File: src/rtl/sts_pkg.sv
// Shared constants, payload types and state encodings for the stereo transient shaper.
package sts_pkg;

  localparam int unsigned SAMPLE_BITS    = 24;
  localparam int unsigned ENV_BITS       = SAMPLE_BITS - 1;
  localparam int unsigned COEFF_BITS     = 24;
  localparam int unsigned SCALE_BITS     = 17;
  localparam int unsigned SCALE_FRAC     = 12;
  localparam int unsigned OUT_SHIFT      = 16;
  localparam int unsigned CFG_INDEX_BITS = 3;
  localparam int unsigned CFG_DATA_BITS  = 24;
  localparam int unsigned TR_BITS        = 18;
  localparam int unsigned SU_BITS        = 17;
  localparam int unsigned QUO_BITS       = 18;
  localparam int unsigned GAIN_BITS      = 24;

  localparam logic [ENV_BITS-1:0] SMAX      = {ENV_BITS{1'b1}};
  localparam logic [ENV_BITS-1:0] DIV_FLOOR = ENV_BITS'(8);
  localparam logic [QUO_BITS-1:0] ONE_Q16   = QUO_BITS'(65536);
  localparam logic [TR_BITS-1:0]  TR_MAX    = TR_BITS'(131072);

  localparam logic [COEFF_BITS-1:0] FAST_ATTACK_RST  = COEFF_BITS'(69760);
  localparam logic [COEFF_BITS-1:0] FAST_RELEASE_RST = COEFF_BITS'(2330);
  localparam logic [COEFF_BITS-1:0] SLOW_ATTACK_RST  = COEFF_BITS'(5825);
  localparam logic [COEFF_BITS-1:0] SLOW_RELEASE_RST = COEFF_BITS'(699);

  typedef enum logic [CFG_INDEX_BITS-1:0] {
    REG_FAST_ATTACK   = 3'd0,
    REG_FAST_RELEASE  = 3'd1,
    REG_SLOW_ATTACK   = 3'd2,
    REG_SLOW_RELEASE  = 3'd3,
    REG_ATTACK_SCALE  = 3'd4,
    REG_SUSTAIN_SCALE = 3'd5
  } cfg_reg_e;

  typedef struct packed {
    logic signed [SAMPLE_BITS-1:0] left_in;
    logic signed [SAMPLE_BITS-1:0] right_in;
  } in_pair_t;

  typedef struct packed {
    logic signed [SAMPLE_BITS-1:0] left_out;
    logic signed [SAMPLE_BITS-1:0] right_out;
  } out_pair_t;

  typedef enum logic [3:0] {
    ST_IDLE,
    ST_PEAK,
    ST_FAST_MUL,
    ST_FAST_UPD,
    ST_SLOW_UPD,
    ST_DIV_START,
    ST_DIV_WAIT,
    ST_ATK_MUL,
    ST_SUS_MUL,
    ST_GAIN,
    ST_LEFT_MUL,
    ST_LEFT_OUT,
    ST_RIGHT_OUT
  } state_e;

  typedef enum logic [1:0] {
    DIV_IDLE,
    DIV_SETUP,
    DIV_ITER,
    DIV_DONE
  } div_state_e;

endpackage

File: src/rtl/sts_div.sv
// Iterative restoring divider that turns the two envelopes into the clamped transient value.
module sts_div (
  input  logic                         clk_i,
  input  logic                         rst_ni,
  input  logic                         start_i,
  input  logic [sts_pkg::ENV_BITS-1:0] fast_i,
  input  logic [sts_pkg::ENV_BITS-1:0] slow_i,
  output logic                         done_o,
  output logic [sts_pkg::TR_BITS-1:0]  tr_o
);
  import sts_pkg::*;

  localparam int unsigned CNT_BITS = $clog2(QUO_BITS);

  div_state_e state_q, state_d;

  logic [ENV_BITS-1:0] fast_q;
  logic [ENV_BITS-1:0] den_q;
  logic [ENV_BITS-1:0] rem_q;
  logic [QUO_BITS-1:0] quo_q;
  logic [CNT_BITS-1:0] cnt_q;
  logic                sat_q;

  logic [ENV_BITS+1:0] den_x3;
  logic                next_bit;
  logic [ENV_BITS:0]   rem_shift;
  logic [ENV_BITS:0]   rem_sub;
  logic                rem_ge;

  // The dividend is the fast envelope shifted up by 16; only its two low bits reach the
  // quotient window, the rest enters through the initial remainder.
  assign den_x3    = {2'b00, den_q} + {1'b0, den_q, 1'b0};
  assign next_bit  = (cnt_q >= CNT_BITS'(OUT_SHIFT)) ? fast_q[cnt_q[0]] : 1'b0;
  assign rem_shift = {rem_q, next_bit};
  assign rem_sub   = rem_shift - {1'b0, den_q};
  assign rem_ge    = (rem_shift >= {1'b0, den_q});

  always_comb begin
    state_d = state_q;
    unique case (state_q)
      DIV_IDLE: begin
        if (start_i) begin
          state_d = DIV_SETUP;
        end
      end
      DIV_SETUP: state_d = DIV_ITER;
      DIV_ITER: begin
        if (cnt_q == '0) begin
          state_d = DIV_DONE;
        end
      end
      DIV_DONE: state_d = DIV_IDLE;
      default:  state_d = DIV_IDLE;
    endcase
  end

  always_comb begin
    done_o = (state_q == DIV_DONE);
    if (sat_q) begin
      tr_o = TR_MAX;
    end else if (quo_q < ONE_Q16) begin
      tr_o = '0;
    end else begin
      tr_o = TR_BITS'(quo_q - ONE_Q16);
    end
  end

  always_ff @(posedge clk_i or negedge rst_ni) begin
    if (!rst_ni) begin
      state_q <= DIV_IDLE;
    end else begin
      state_q <= state_d;
    end
  end

  always_ff @(posedge clk_i) begin
    case (state_q)
      DIV_IDLE: begin
        if (start_i) begin
          fast_q <= fast_i;
          den_q  <= (slow_i > DIV_FLOOR) ? slow_i : DIV_FLOOR;
        end
      end
      DIV_SETUP: begin
        sat_q <= ({2'b00, fast_q} >= den_x3);
        rem_q <= fast_q >> 2;
        quo_q <= '0;
        cnt_q <= CNT_BITS'(QUO_BITS - 1);
      end
      DIV_ITER: begin
        rem_q <= rem_ge ? rem_sub[ENV_BITS-1:0] : rem_shift[ENV_BITS-1:0];
        quo_q <= {quo_q[QUO_BITS-2:0], rem_ge};
        cnt_q <= cnt_q - CNT_BITS'(1);
      end
      default: begin
      end
    endcase
  end

endmodule

File: src/rtl/stereo_transient_shaper.sv
// Top level of the stereo transient shaper: registers, sequencer and shared multiplier.
//
//   channel | direction | handshake             | payload
//   --------+-----------+-----------------------+-------------------------------
//   in      | input     | in_valid_i/in_ready_o | in_data_i (left_in, right_in)
//   out     | output    | out_valid_o/out_ready_i | out_data_o (left_out, right_out)
//   cfg     | input     | cfg_valid_i/cfg_ready_o | cfg_index_i, cfg_data_i
//
// A new pair is accepted only while idle, once the last result is in the output register;
// each pair uses the 18-step restoring divider and six passes through the shared multiplier.
// Reset clears the configuration to its defaults and both envelopes to zero.
// A finished result sits in the output register while the next pair is accepted;
// the sequencer stalls only if a second result is ready before the first is taken.
// The configuration port is always ready.
module stereo_transient_shaper (
  input  logic                               clk_i,
  input  logic                               rst_ni,
  input  logic                               in_valid_i,
  output logic                               in_ready_o,
  input  sts_pkg::in_pair_t                  in_data_i,
  output logic                               out_valid_o,
  input  logic                               out_ready_i,
  output sts_pkg::out_pair_t                 out_data_o,
  input  logic                               cfg_valid_i,
  output logic                               cfg_ready_o,
  input  logic [sts_pkg::CFG_INDEX_BITS-1:0] cfg_index_i,
  input  logic [sts_pkg::CFG_DATA_BITS-1:0]  cfg_data_i
);
  import sts_pkg::*;

  localparam int unsigned AW     = (SAMPLE_BITS > TR_BITS + 1) ? SAMPLE_BITS : TR_BITS + 1;
  localparam int unsigned BW     = COEFF_BITS + 1;
  localparam int unsigned PW     = AW + BW;
  localparam int unsigned STEP_W = PW - COEFF_BITS;
  localparam int unsigned SUM_W  = STEP_W + 1;
  localparam int unsigned Q_W    = PW - OUT_SHIFT;
  localparam int unsigned ACC_W  = 37;
  localparam int unsigned GSH_W  = ACC_W - SCALE_FRAC;

  localparam logic signed [PW-1:0]    ENV_HALF  = PW'(1) << (COEFF_BITS - 1);
  localparam logic signed [PW-1:0]    OUT_HALF  = PW'(1) << (OUT_SHIFT - 1);
  localparam logic signed [ACC_W-1:0] GAIN_HALF = ACC_W'(1) << (SCALE_FRAC - 1);
  localparam logic signed [ACC_W-1:0] GAIN_BASE = ACC_W'(1) << (SCALE_FRAC + OUT_SHIFT);

  function automatic logic [ENV_BITS-1:0] mag_sat(logic signed [SAMPLE_BITS-1:0] v);
    logic [SAMPLE_BITS-1:0] m;
    m = v[SAMPLE_BITS-1] ? (~v + SAMPLE_BITS'(1)) : v;
    return m[SAMPLE_BITS-1] ? SMAX : m[ENV_BITS-1:0];
  endfunction

  function automatic logic [ENV_BITS-1:0] env_next(logic [ENV_BITS-1:0] env,
                                                   logic signed [PW-1:0] p);
    logic signed [PW-1:0]     rnd;
    logic signed [STEP_W-1:0] step;
    logic signed [SUM_W-1:0]  sum;
    rnd  = p + ENV_HALF;
    step = rnd[PW-1:COEFF_BITS];
    sum  = $signed({{(SUM_W-ENV_BITS){1'b0}}, env}) + SUM_W'(step);
    if (sum[SUM_W-1]) begin
      return '0;
    end else if (|sum[SUM_W-2:ENV_BITS]) begin
      return SMAX;
    end
    return sum[ENV_BITS-1:0];
  endfunction

  function automatic logic signed [SAMPLE_BITS-1:0] out_sat(logic signed [PW-1:0] p);
    logic signed [PW-1:0]  rnd;
    logic signed [Q_W-1:0] q;
    logic [Q_W-SAMPLE_BITS:0] top;
    rnd = p + OUT_HALF;
    q   = rnd[PW-1:OUT_SHIFT];
    top = q[Q_W-1:SAMPLE_BITS-1];
    if ((&top) || (~|top)) begin
      return q[SAMPLE_BITS-1:0];
    end
    return q[Q_W-1] ? {1'b1, {(SAMPLE_BITS-1){1'b0}}} : {1'b0, {(SAMPLE_BITS-1){1'b1}}};
  endfunction

  state_e state_q, state_d;

  logic [COEFF_BITS-1:0]        fast_atk_q, fast_rel_q, slow_atk_q, slow_rel_q;
  logic signed [SCALE_BITS-1:0] atk_scale_q, sus_scale_q;
  logic [ENV_BITS-1:0]          fast_env_q, slow_env_q;

  logic signed [SAMPLE_BITS-1:0] left_in_q, right_in_q, left_res_q;
  logic [ENV_BITS-1:0]           peak_q;
  logic signed [PW-1:0]          prod_q;
  logic signed [ACC_W-1:0]       acc_q;
  logic [TR_BITS-1:0]            tr_q;
  logic [GAIN_BITS-1:0]          gain_q;
  out_pair_t                     out_q;
  logic                          out_valid_q;

  logic                          out_free;
  logic                          div_start;
  logic                          div_done;
  logic [TR_BITS-1:0]            div_tr;
  logic                          mul_en;
  logic signed [AW-1:0]          mul_a;
  logic signed [BW-1:0]          mul_b;
  logic signed [PW-1:0]          prod;
  logic [ENV_BITS-1:0]           env_sel;
  logic signed [SAMPLE_BITS-1:0] diff;
  logic [SU_BITS-1:0]            sustain;
  logic signed [ACC_W-1:0]       gsum;
  logic signed [GSH_W-1:0]       gsh;
  logic signed [SAMPLE_BITS-1:0] right_res;

  sts_div u_div (
    .clk_i  (clk_i),
    .rst_ni (rst_ni),
    .start_i(div_start),
    .fast_i (fast_env_q),
    .slow_i (slow_env_q),
    .done_o (div_done),
    .tr_o   (div_tr)
  );

  assign out_free    = !out_valid_q || out_ready_i;
  assign cfg_ready_o = 1'b1;
  assign out_valid_o = out_valid_q;
  assign out_data_o  = out_q;

  assign env_sel   = (state_q == ST_FAST_MUL) ? fast_env_q : slow_env_q;
  assign diff      = $signed({1'b0, peak_q}) - $signed({1'b0, env_sel});
  assign sustain   = SU_BITS'(ONE_Q16) - SU_BITS'(tr_q >> 1);
  assign prod      = mul_a * mul_b;
  assign gsum      = acc_q + $signed(prod_q[ACC_W-1:0]) + GAIN_HALF;
  assign gsh       = gsum[ACC_W-1:SCALE_FRAC];
  assign right_res = out_sat(prod_q);

  always_comb begin
    state_d = state_q;
    unique case (state_q)
      ST_IDLE: begin
        if (in_valid_i) begin
          state_d = ST_PEAK;
        end
      end
      ST_PEAK:      state_d = ST_FAST_MUL;
      ST_FAST_MUL:  state_d = ST_FAST_UPD;
      ST_FAST_UPD:  state_d = ST_SLOW_UPD;
      ST_SLOW_UPD:  state_d = ST_DIV_START;
      ST_DIV_START: state_d = ST_DIV_WAIT;
      ST_DIV_WAIT: begin
        if (div_done) begin
          state_d = ST_ATK_MUL;
        end
      end
      ST_ATK_MUL:  state_d = ST_SUS_MUL;
      ST_SUS_MUL:  state_d = ST_GAIN;
      ST_GAIN:     state_d = ST_LEFT_MUL;
      ST_LEFT_MUL: state_d = ST_LEFT_OUT;
      ST_LEFT_OUT: state_d = ST_RIGHT_OUT;
      ST_RIGHT_OUT: begin
        if (out_free) begin
          state_d = ST_IDLE;
        end
      end
      default: state_d = ST_IDLE;
    endcase
  end

  always_comb begin
    in_ready_o = 1'b0;
    div_start  = 1'b0;
    mul_en     = 1'b1;
    mul_a      = '0;
    mul_b      = '0;
    unique case (state_q)
      ST_IDLE: begin
        in_ready_o = 1'b1;
        mul_en     = 1'b0;
      end
      ST_FAST_MUL: begin
        mul_a = AW'(diff);
        mul_b = {1'b0, (peak_q > env_sel) ? fast_atk_q : fast_rel_q};
      end
      ST_FAST_UPD: begin
        mul_a = AW'(diff);
        mul_b = {1'b0, (peak_q > env_sel) ? slow_atk_q : slow_rel_q};
      end
      ST_DIV_START: begin
        div_start = 1'b1;
        mul_en    = 1'b0;
      end
      ST_ATK_MUL: begin
        mul_a = AW'(tr_q);
        mul_b = BW'(atk_scale_q);
      end
      ST_SUS_MUL: begin
        mul_a = AW'(sustain);
        mul_b = BW'(sus_scale_q);
      end
      ST_LEFT_MUL: begin
        mul_a = AW'(left_in_q);
        mul_b = {1'b0, gain_q};
      end
      ST_LEFT_OUT: begin
        mul_a = AW'(right_in_q);
        mul_b = {1'b0, gain_q};
      end
      default: begin
        mul_en = 1'b0;
      end
    endcase
  end

  always_ff @(posedge clk_i or negedge rst_ni) begin
    if (!rst_ni) begin
      state_q     <= ST_IDLE;
      out_valid_q <= 1'b0;
      fast_env_q  <= '0;
      slow_env_q  <= '0;
    end else begin
      state_q <= state_d;
      if (state_q == ST_FAST_UPD) begin
        fast_env_q <= env_next(fast_env_q, prod_q);
      end
      if (state_q == ST_SLOW_UPD) begin
        slow_env_q <= env_next(slow_env_q, prod_q);
      end
      if ((state_q == ST_RIGHT_OUT) && out_free) begin
        out_valid_q <= 1'b1;
      end else if (out_ready_i) begin
        out_valid_q <= 1'b0;
      end
    end
  end

  always_ff @(posedge clk_i or negedge rst_ni) begin
    if (!rst_ni) begin
      fast_atk_q  <= FAST_ATTACK_RST;
      fast_rel_q  <= FAST_RELEASE_RST;
      slow_atk_q  <= SLOW_ATTACK_RST;
      slow_rel_q  <= SLOW_RELEASE_RST;
      atk_scale_q <= '0;
      sus_scale_q <= '0;
    end else if (cfg_valid_i) begin
      unique case (cfg_index_i)
        REG_FAST_ATTACK:   fast_atk_q  <= cfg_data_i[COEFF_BITS-1:0];
        REG_FAST_RELEASE:  fast_rel_q  <= cfg_data_i[COEFF_BITS-1:0];
        REG_SLOW_ATTACK:   slow_atk_q  <= cfg_data_i[COEFF_BITS-1:0];
        REG_SLOW_RELEASE:  slow_rel_q  <= cfg_data_i[COEFF_BITS-1:0];
        REG_ATTACK_SCALE:  atk_scale_q <= cfg_data_i[SCALE_BITS-1:0];
        REG_SUSTAIN_SCALE: sus_scale_q <= cfg_data_i[SCALE_BITS-1:0];
        default: begin
        end
      endcase
    end
  end

  always_ff @(posedge clk_i) begin
    if (mul_en) begin
      prod_q <= prod;
    end
    case (state_q)
      ST_IDLE: begin
        if (in_valid_i) begin
          left_in_q  <= in_data_i.left_in;
          right_in_q <= in_data_i.right_in;
        end
      end
      ST_PEAK: begin
        peak_q <= (mag_sat(left_in_q) > mag_sat(right_in_q)) ? mag_sat(left_in_q)
                                                             : mag_sat(right_in_q);
      end
      ST_DIV_WAIT: begin
        if (div_done) begin
          tr_q <= div_tr;
        end
      end
      ST_SUS_MUL: begin
        acc_q <= GAIN_BASE + $signed(prod_q[ACC_W-1:0]);
      end
      ST_GAIN: begin
        gain_q <= gsh[GSH_W-1] ? '0 : gsh[GAIN_BITS-1:0];
      end
      ST_LEFT_OUT: begin
        left_res_q <= out_sat(prod_q);
      end
      ST_RIGHT_OUT: begin
        if (out_free) begin
          out_q.left_out  <= left_res_q;
          out_q.right_out <= right_res;
        end
      end
      default: begin
      end
    endcase
  end

endmodule

File: config.mk
export PLATFORM = sky130hd
export DESIGN_NAME = stereo_transient_shaper
export DESIGN_NICKNAME = d
export VERILOG_FILES = /design/src/rtl/sts_pkg.sv /design/src/rtl/sts_div.sv /design/src/rtl/stereo_transient_shaper.sv
export SDC_FILE = /design/constraint.sdc
export NUM_CORES = 2
export LEC_CHECK = 0
export ABC_AREA = 1
export BUFFER_PORTS_ARGS = -buffer_cell sky130_fd_sc_hd__buf_2
export CAP_MARGIN = 25
export CORE_ASPECT_RATIO = 1.2
export CORE_UTILIZATION = 59
export CTS_BUF_LIST = sky130_fd_sc_hd__clkbuf_8 sky130_fd_sc_hd__clkbuf_16
export DETAILED_ROUTE_END_ITERATION = 10
export PLACE_DENSITY = 0.82
export SETUP_SLACK_MARGIN = 0.05
export SLEW_MARGIN = 20
export SYNTH_ARGS = -nofsm -noshare
export SYNTH_HDL_FRONTEND = slang
export SYNTH_HIERARCHICAL = 1
export SYNTH_SLANG_ARGS = --single-unit
File: constraint.sdc
create_clock -name clk_i -period 8.15 [get_ports clk_i]
set_input_delay 0.4075 -clock clk_i [delete_from_list [all_inputs] [get_ports clk_i]]
set_output_delay 0.4075 -clock clk_i [all_outputs]
set_load 0.02 [all_outputs]
==> run summary <==
status -> finished with violations
violated checks -> setup timing
hpwl dp -> 161000 microns
Clock Skews -> 0.0358 ns
worst slack at placement -> -1.02 ns
FFs w/ async S/R, synth -> 33.5%
IO Port Bufs -> 129
fill count -> 7015
Reg clk slew, reported paths -> 0.07 ns
max_slew headroom -> 9.31%
MaxCap Viol Count -> 0
Post-synth EDFFs -> 364
CP Capture Type -> flop
CP Launch Type -> flop
die area -> 101000 sq um
Worst Max-Slew Pin Slew -> 1.36 ns
CTS Buffer Depth -> 3
Tmin final -> 9.74 ns
CTS root buffer -> clkbuf_16
Synth Flop Type -> edfxtp_1
fmax -> 103 MHz
Core ar. -> 98700 sq um
register area -> 15500 sq um
Pins Over Slew Limit -> 0
Detailed Routing Iterations Pass 1 -> 8
via count -> 55800
CP dominant cell by count -> fa_1
DRT antenna net count -> 0
WS Path Type -> reg -> reg
P&R area growth vs syn -> 21.1%
routability cong. -> 1.02
layout cells sized above 1 -> 18.8%
FP Rows -> 126
largest net degree at the start of global routing -> 78
Starting Density -> 59.7%
CTS tree -> done
final setup margin -> -1.59 ns
Global Route Usage Sum -> 41.0%
RSZ-0062 raised after global routing -> true
number of DRC markers in iteration 0 -> 6005
Final setup violation count -> 39
final hold slack -> 0.0685 ns
Critical Path Max Stage Delay -> 0.56 ns
CP max FO -> 12
initial antenna violation count -> 22
YS warnings -> 6
sequential share of the synthesized area -> 26.4%
CTS Buf Count -> 57
fin crit share -> 119%
routed len/inst -> 23.8 microns
GRT overflow -> 0
multi-input logic area -> 38900 sq um
post-placement cell count -> 9088
Synth Instances -> 7328
die height -> 348 microns
Num Clock Sinks -> 547
Die W -> 291 microns
synthesized area per cell -> 8.05 sq um
Via density -> 5.97
final non-filler cell total -> 9351
IO Pins -> 131
Worst Hold Class -> in -> reg
#FFs+latches synth -> 547
Hold Fails Final Rpt -> 0
DRC -> 0
Worst EP arrival -> 10.14 ns
number of global-route vias before repair -> 55400
post-synth cell types -> 62
final net count -> 9108
wirelength, routed -> 223000 microns
CTS HTree Levels -> 2
CP required -> 8.55 ns
first-pass GRT wire length -> 315000 microns
cell area after synthesis -> 59000 sq um
Crit-path slowest cell -> fa_1
clock latency on the worst-skew pair -> 0.68 ns
Final Util -> 72.4%
stage by stage:
stage	area, sq um	TNS [ns]
floorplan	59700	-0.0645
global placement	65700	-28.43
detailed placement	65700	-31.81
CTS	69200	-17.53
global route	71400	-50.90
finish	71400	-44.04
final timing paths:
path                                         startpoint                          to  slack [ns]  depth (start not counted)
worst max-delay path             state_q[3]$_DFFE_PN0P_        prod_q[46]$_DFFE_PP_       -1.59                         39
worst min-delay path                     cfg_data_i[17]  slow_rel_q[17]$_DFFE_PN0P_        0.07                          3
worst max register to register   state_q[3]$_DFFE_PN0P_        prod_q[46]$_DFFE_PP_       -1.59                         39
worst min register to register  left_res_q[5]$_DFFE_PP_    out_data_o[29]$_DFFE_PP_        0.42                          0
max in group asynchronous                        rst_ni  slow_env_q[13]$_DFFE_PN0P_        6.71                          3
min in group asynchronous                        rst_ni   fast_atk_q[9]$_DFFE_PN0P_        0.30                          2
timing repair:
item / CTS / global route
hold buffers: 50 / 0
cloned: 4 / 16
pin swaps: 38 / 188
endpoints found under the setup margin: 39 / 40
resized for setup: 170 / 356
endpoints found under the hold margin: 94 / 0
setup buffers: 16 / 58
cells in the mapped netlist (7+ instances only):
| master | number | area share [%] |
|---|---|---|
| xnor2_1 | 65 | 0.97 |
| o21ai_1 | 17 | 0.14 |
| o211ai_1 | 8 | 0.10 |
| a31oi_1 | 21 | 0.22 |
| buf_4 | 32 | 0.41 |
| edfxtp_1 | 364 | 19 |
| or2_2 | 11 | 0.12 |
| nand4_1 | 115 | 1.2 |
| dfrtp_1 | 162 | 6.9 |
| buf_1 | 11 | 0.070 |
| clkbuf_1 | 97 | 0.62 |
| buf_6 | 14 | 0.27 |
| nand3_2 | 24 | 0.41 |
| o22ai_1 | 12 | 0.13 |
| nor3_1 | 52 | 0.44 |
| o21bai_1 | 25 | 0.32 |
| nor2_1 | 461 | 2.9 |
| nor2_2 | 27 | 0.29 |
| o21ai_0 | 318 | 2.7 |
| nor4_1 | 16 | 0.17 |
| a21o_1 | 24 | 0.31 |
| inv_2 | 35 | 0.22 |
| nand3b_1 | 56 | 0.71 |
| a221oi_1 | 8 | 0.12 |
| buf_2 | 82 | 0.70 |
| nand3_1 | 281 | 2.4 |
| fa_1 | 634 | 22 |
| nor3_2 | 7 | 0.12 |
| xor2_1 | 148 | 2.2 |
| mux2i_1 | 21 | 0.36 |
| inv_1 | 1463 | 9.3 |
| a21oi_1 | 306 | 2.6 |
| a22o_1 | 16 | 0.24 |
| dfstp_2 | 21 | 0.94 |
| nand2_2 | 17 | 0.18 |
| ha_1 | 380 | 8.1 |
| nand2_1 | 1909 | 12 |
| o21a_1 | 9 | 0.11 |
state kept, by name, indices dropped and copies added (netlist names), 24 cells and up:
register and cells:
left_res_q 24, fast_atk_q 24, slow_atk_q 24, fast_rel_q 24, right_in_q 24, gain_q 24
acc_q 37, out_data_o 48, prod_q 49, left_in_q 24, slow_rel_q 24
worst max-delay path, delay by kind of cell, from the launching register on:
family / cells / cell delay, ns
adder cells (fa/ha/maj): 9 / 4.05
AND/OR/NAND/NOR: 12 / 2.05
buffers and inverters: 12 / 1.95
AO/OA/AOI/OAI: 4 / 0.70
flip-flops: 1 / 0.39
multiplexers: 1 / 0.21
XOR/XNOR: 1 / 0.09
layer usage:
metal / GRT usage, % / routed length (microns) / vias up
met5: 0 / 564 / -
li1: - / - / 24200
met2: 67.7 / 100000 / 3682
met1: 44.9 / 70700 / 26400
met3: 9.07 / 25300 / 1463
met4: 35.8 / 25900 / 34
cell type report:
type | count | share of cell area (%)
Antenna cell | 9 | 0.0315
Clock buffer | 63 | 2.11
Clock inverter | 44 | 0.629
Inverter | 1502 | 7.91
Multi-Input combinational cell | 5053 | 54.5
Sequential cell | 547 | 21.8
Tap cell | 1280 | 2.24
Timing Repair Buffer | 853 | 10.8
placed cells by master (no fill, tap or decap), types with 48 or more instances in the layout:
cell / count
fa_2: 54
buf_2: 128
buf_4: 532
inv_1: 1403
ha_1: 338
nand3_2: 48
nand2_1: 1816
dlygate4sd3_1: 50
inv_2: 100
nand2_2: 85
dfrtp_1: 162
a21oi_1: 257
edfxtp_1: 364
nand3_1: 236
buf_12: 73
nand3b_1: 56
nor2_1: 412
xor2_1: 142
nor2_2: 54
fa_1: 580
nand4_1: 115
xnor2_1: 63
clkbuf_16: 72
o21ai_0: 284
cells by family after synthesis:
| group | Yosys count | share of synthesized area [%] |
|---|---|---|
| adder cells (fa/ha/maj) | 1014 | 29.6 |
| buffers and inverters | 1738 | 11.6 |
| XOR/XNOR | 214 | 3.19 |
| flip-flops | 547 | 26.4 |
| AND/OR/NAND/NOR | 3000 | 21.5 |
| multiplexers | 21 | 0.357 |
| AO/OA/AOI/OAI | 792 | 7.38 |
| other | 2 | 0.0127 |
Power is left out: the tool's default activity adds up to more than one toggle a clock period on the data nets, which glitch-free logic cannot reach.
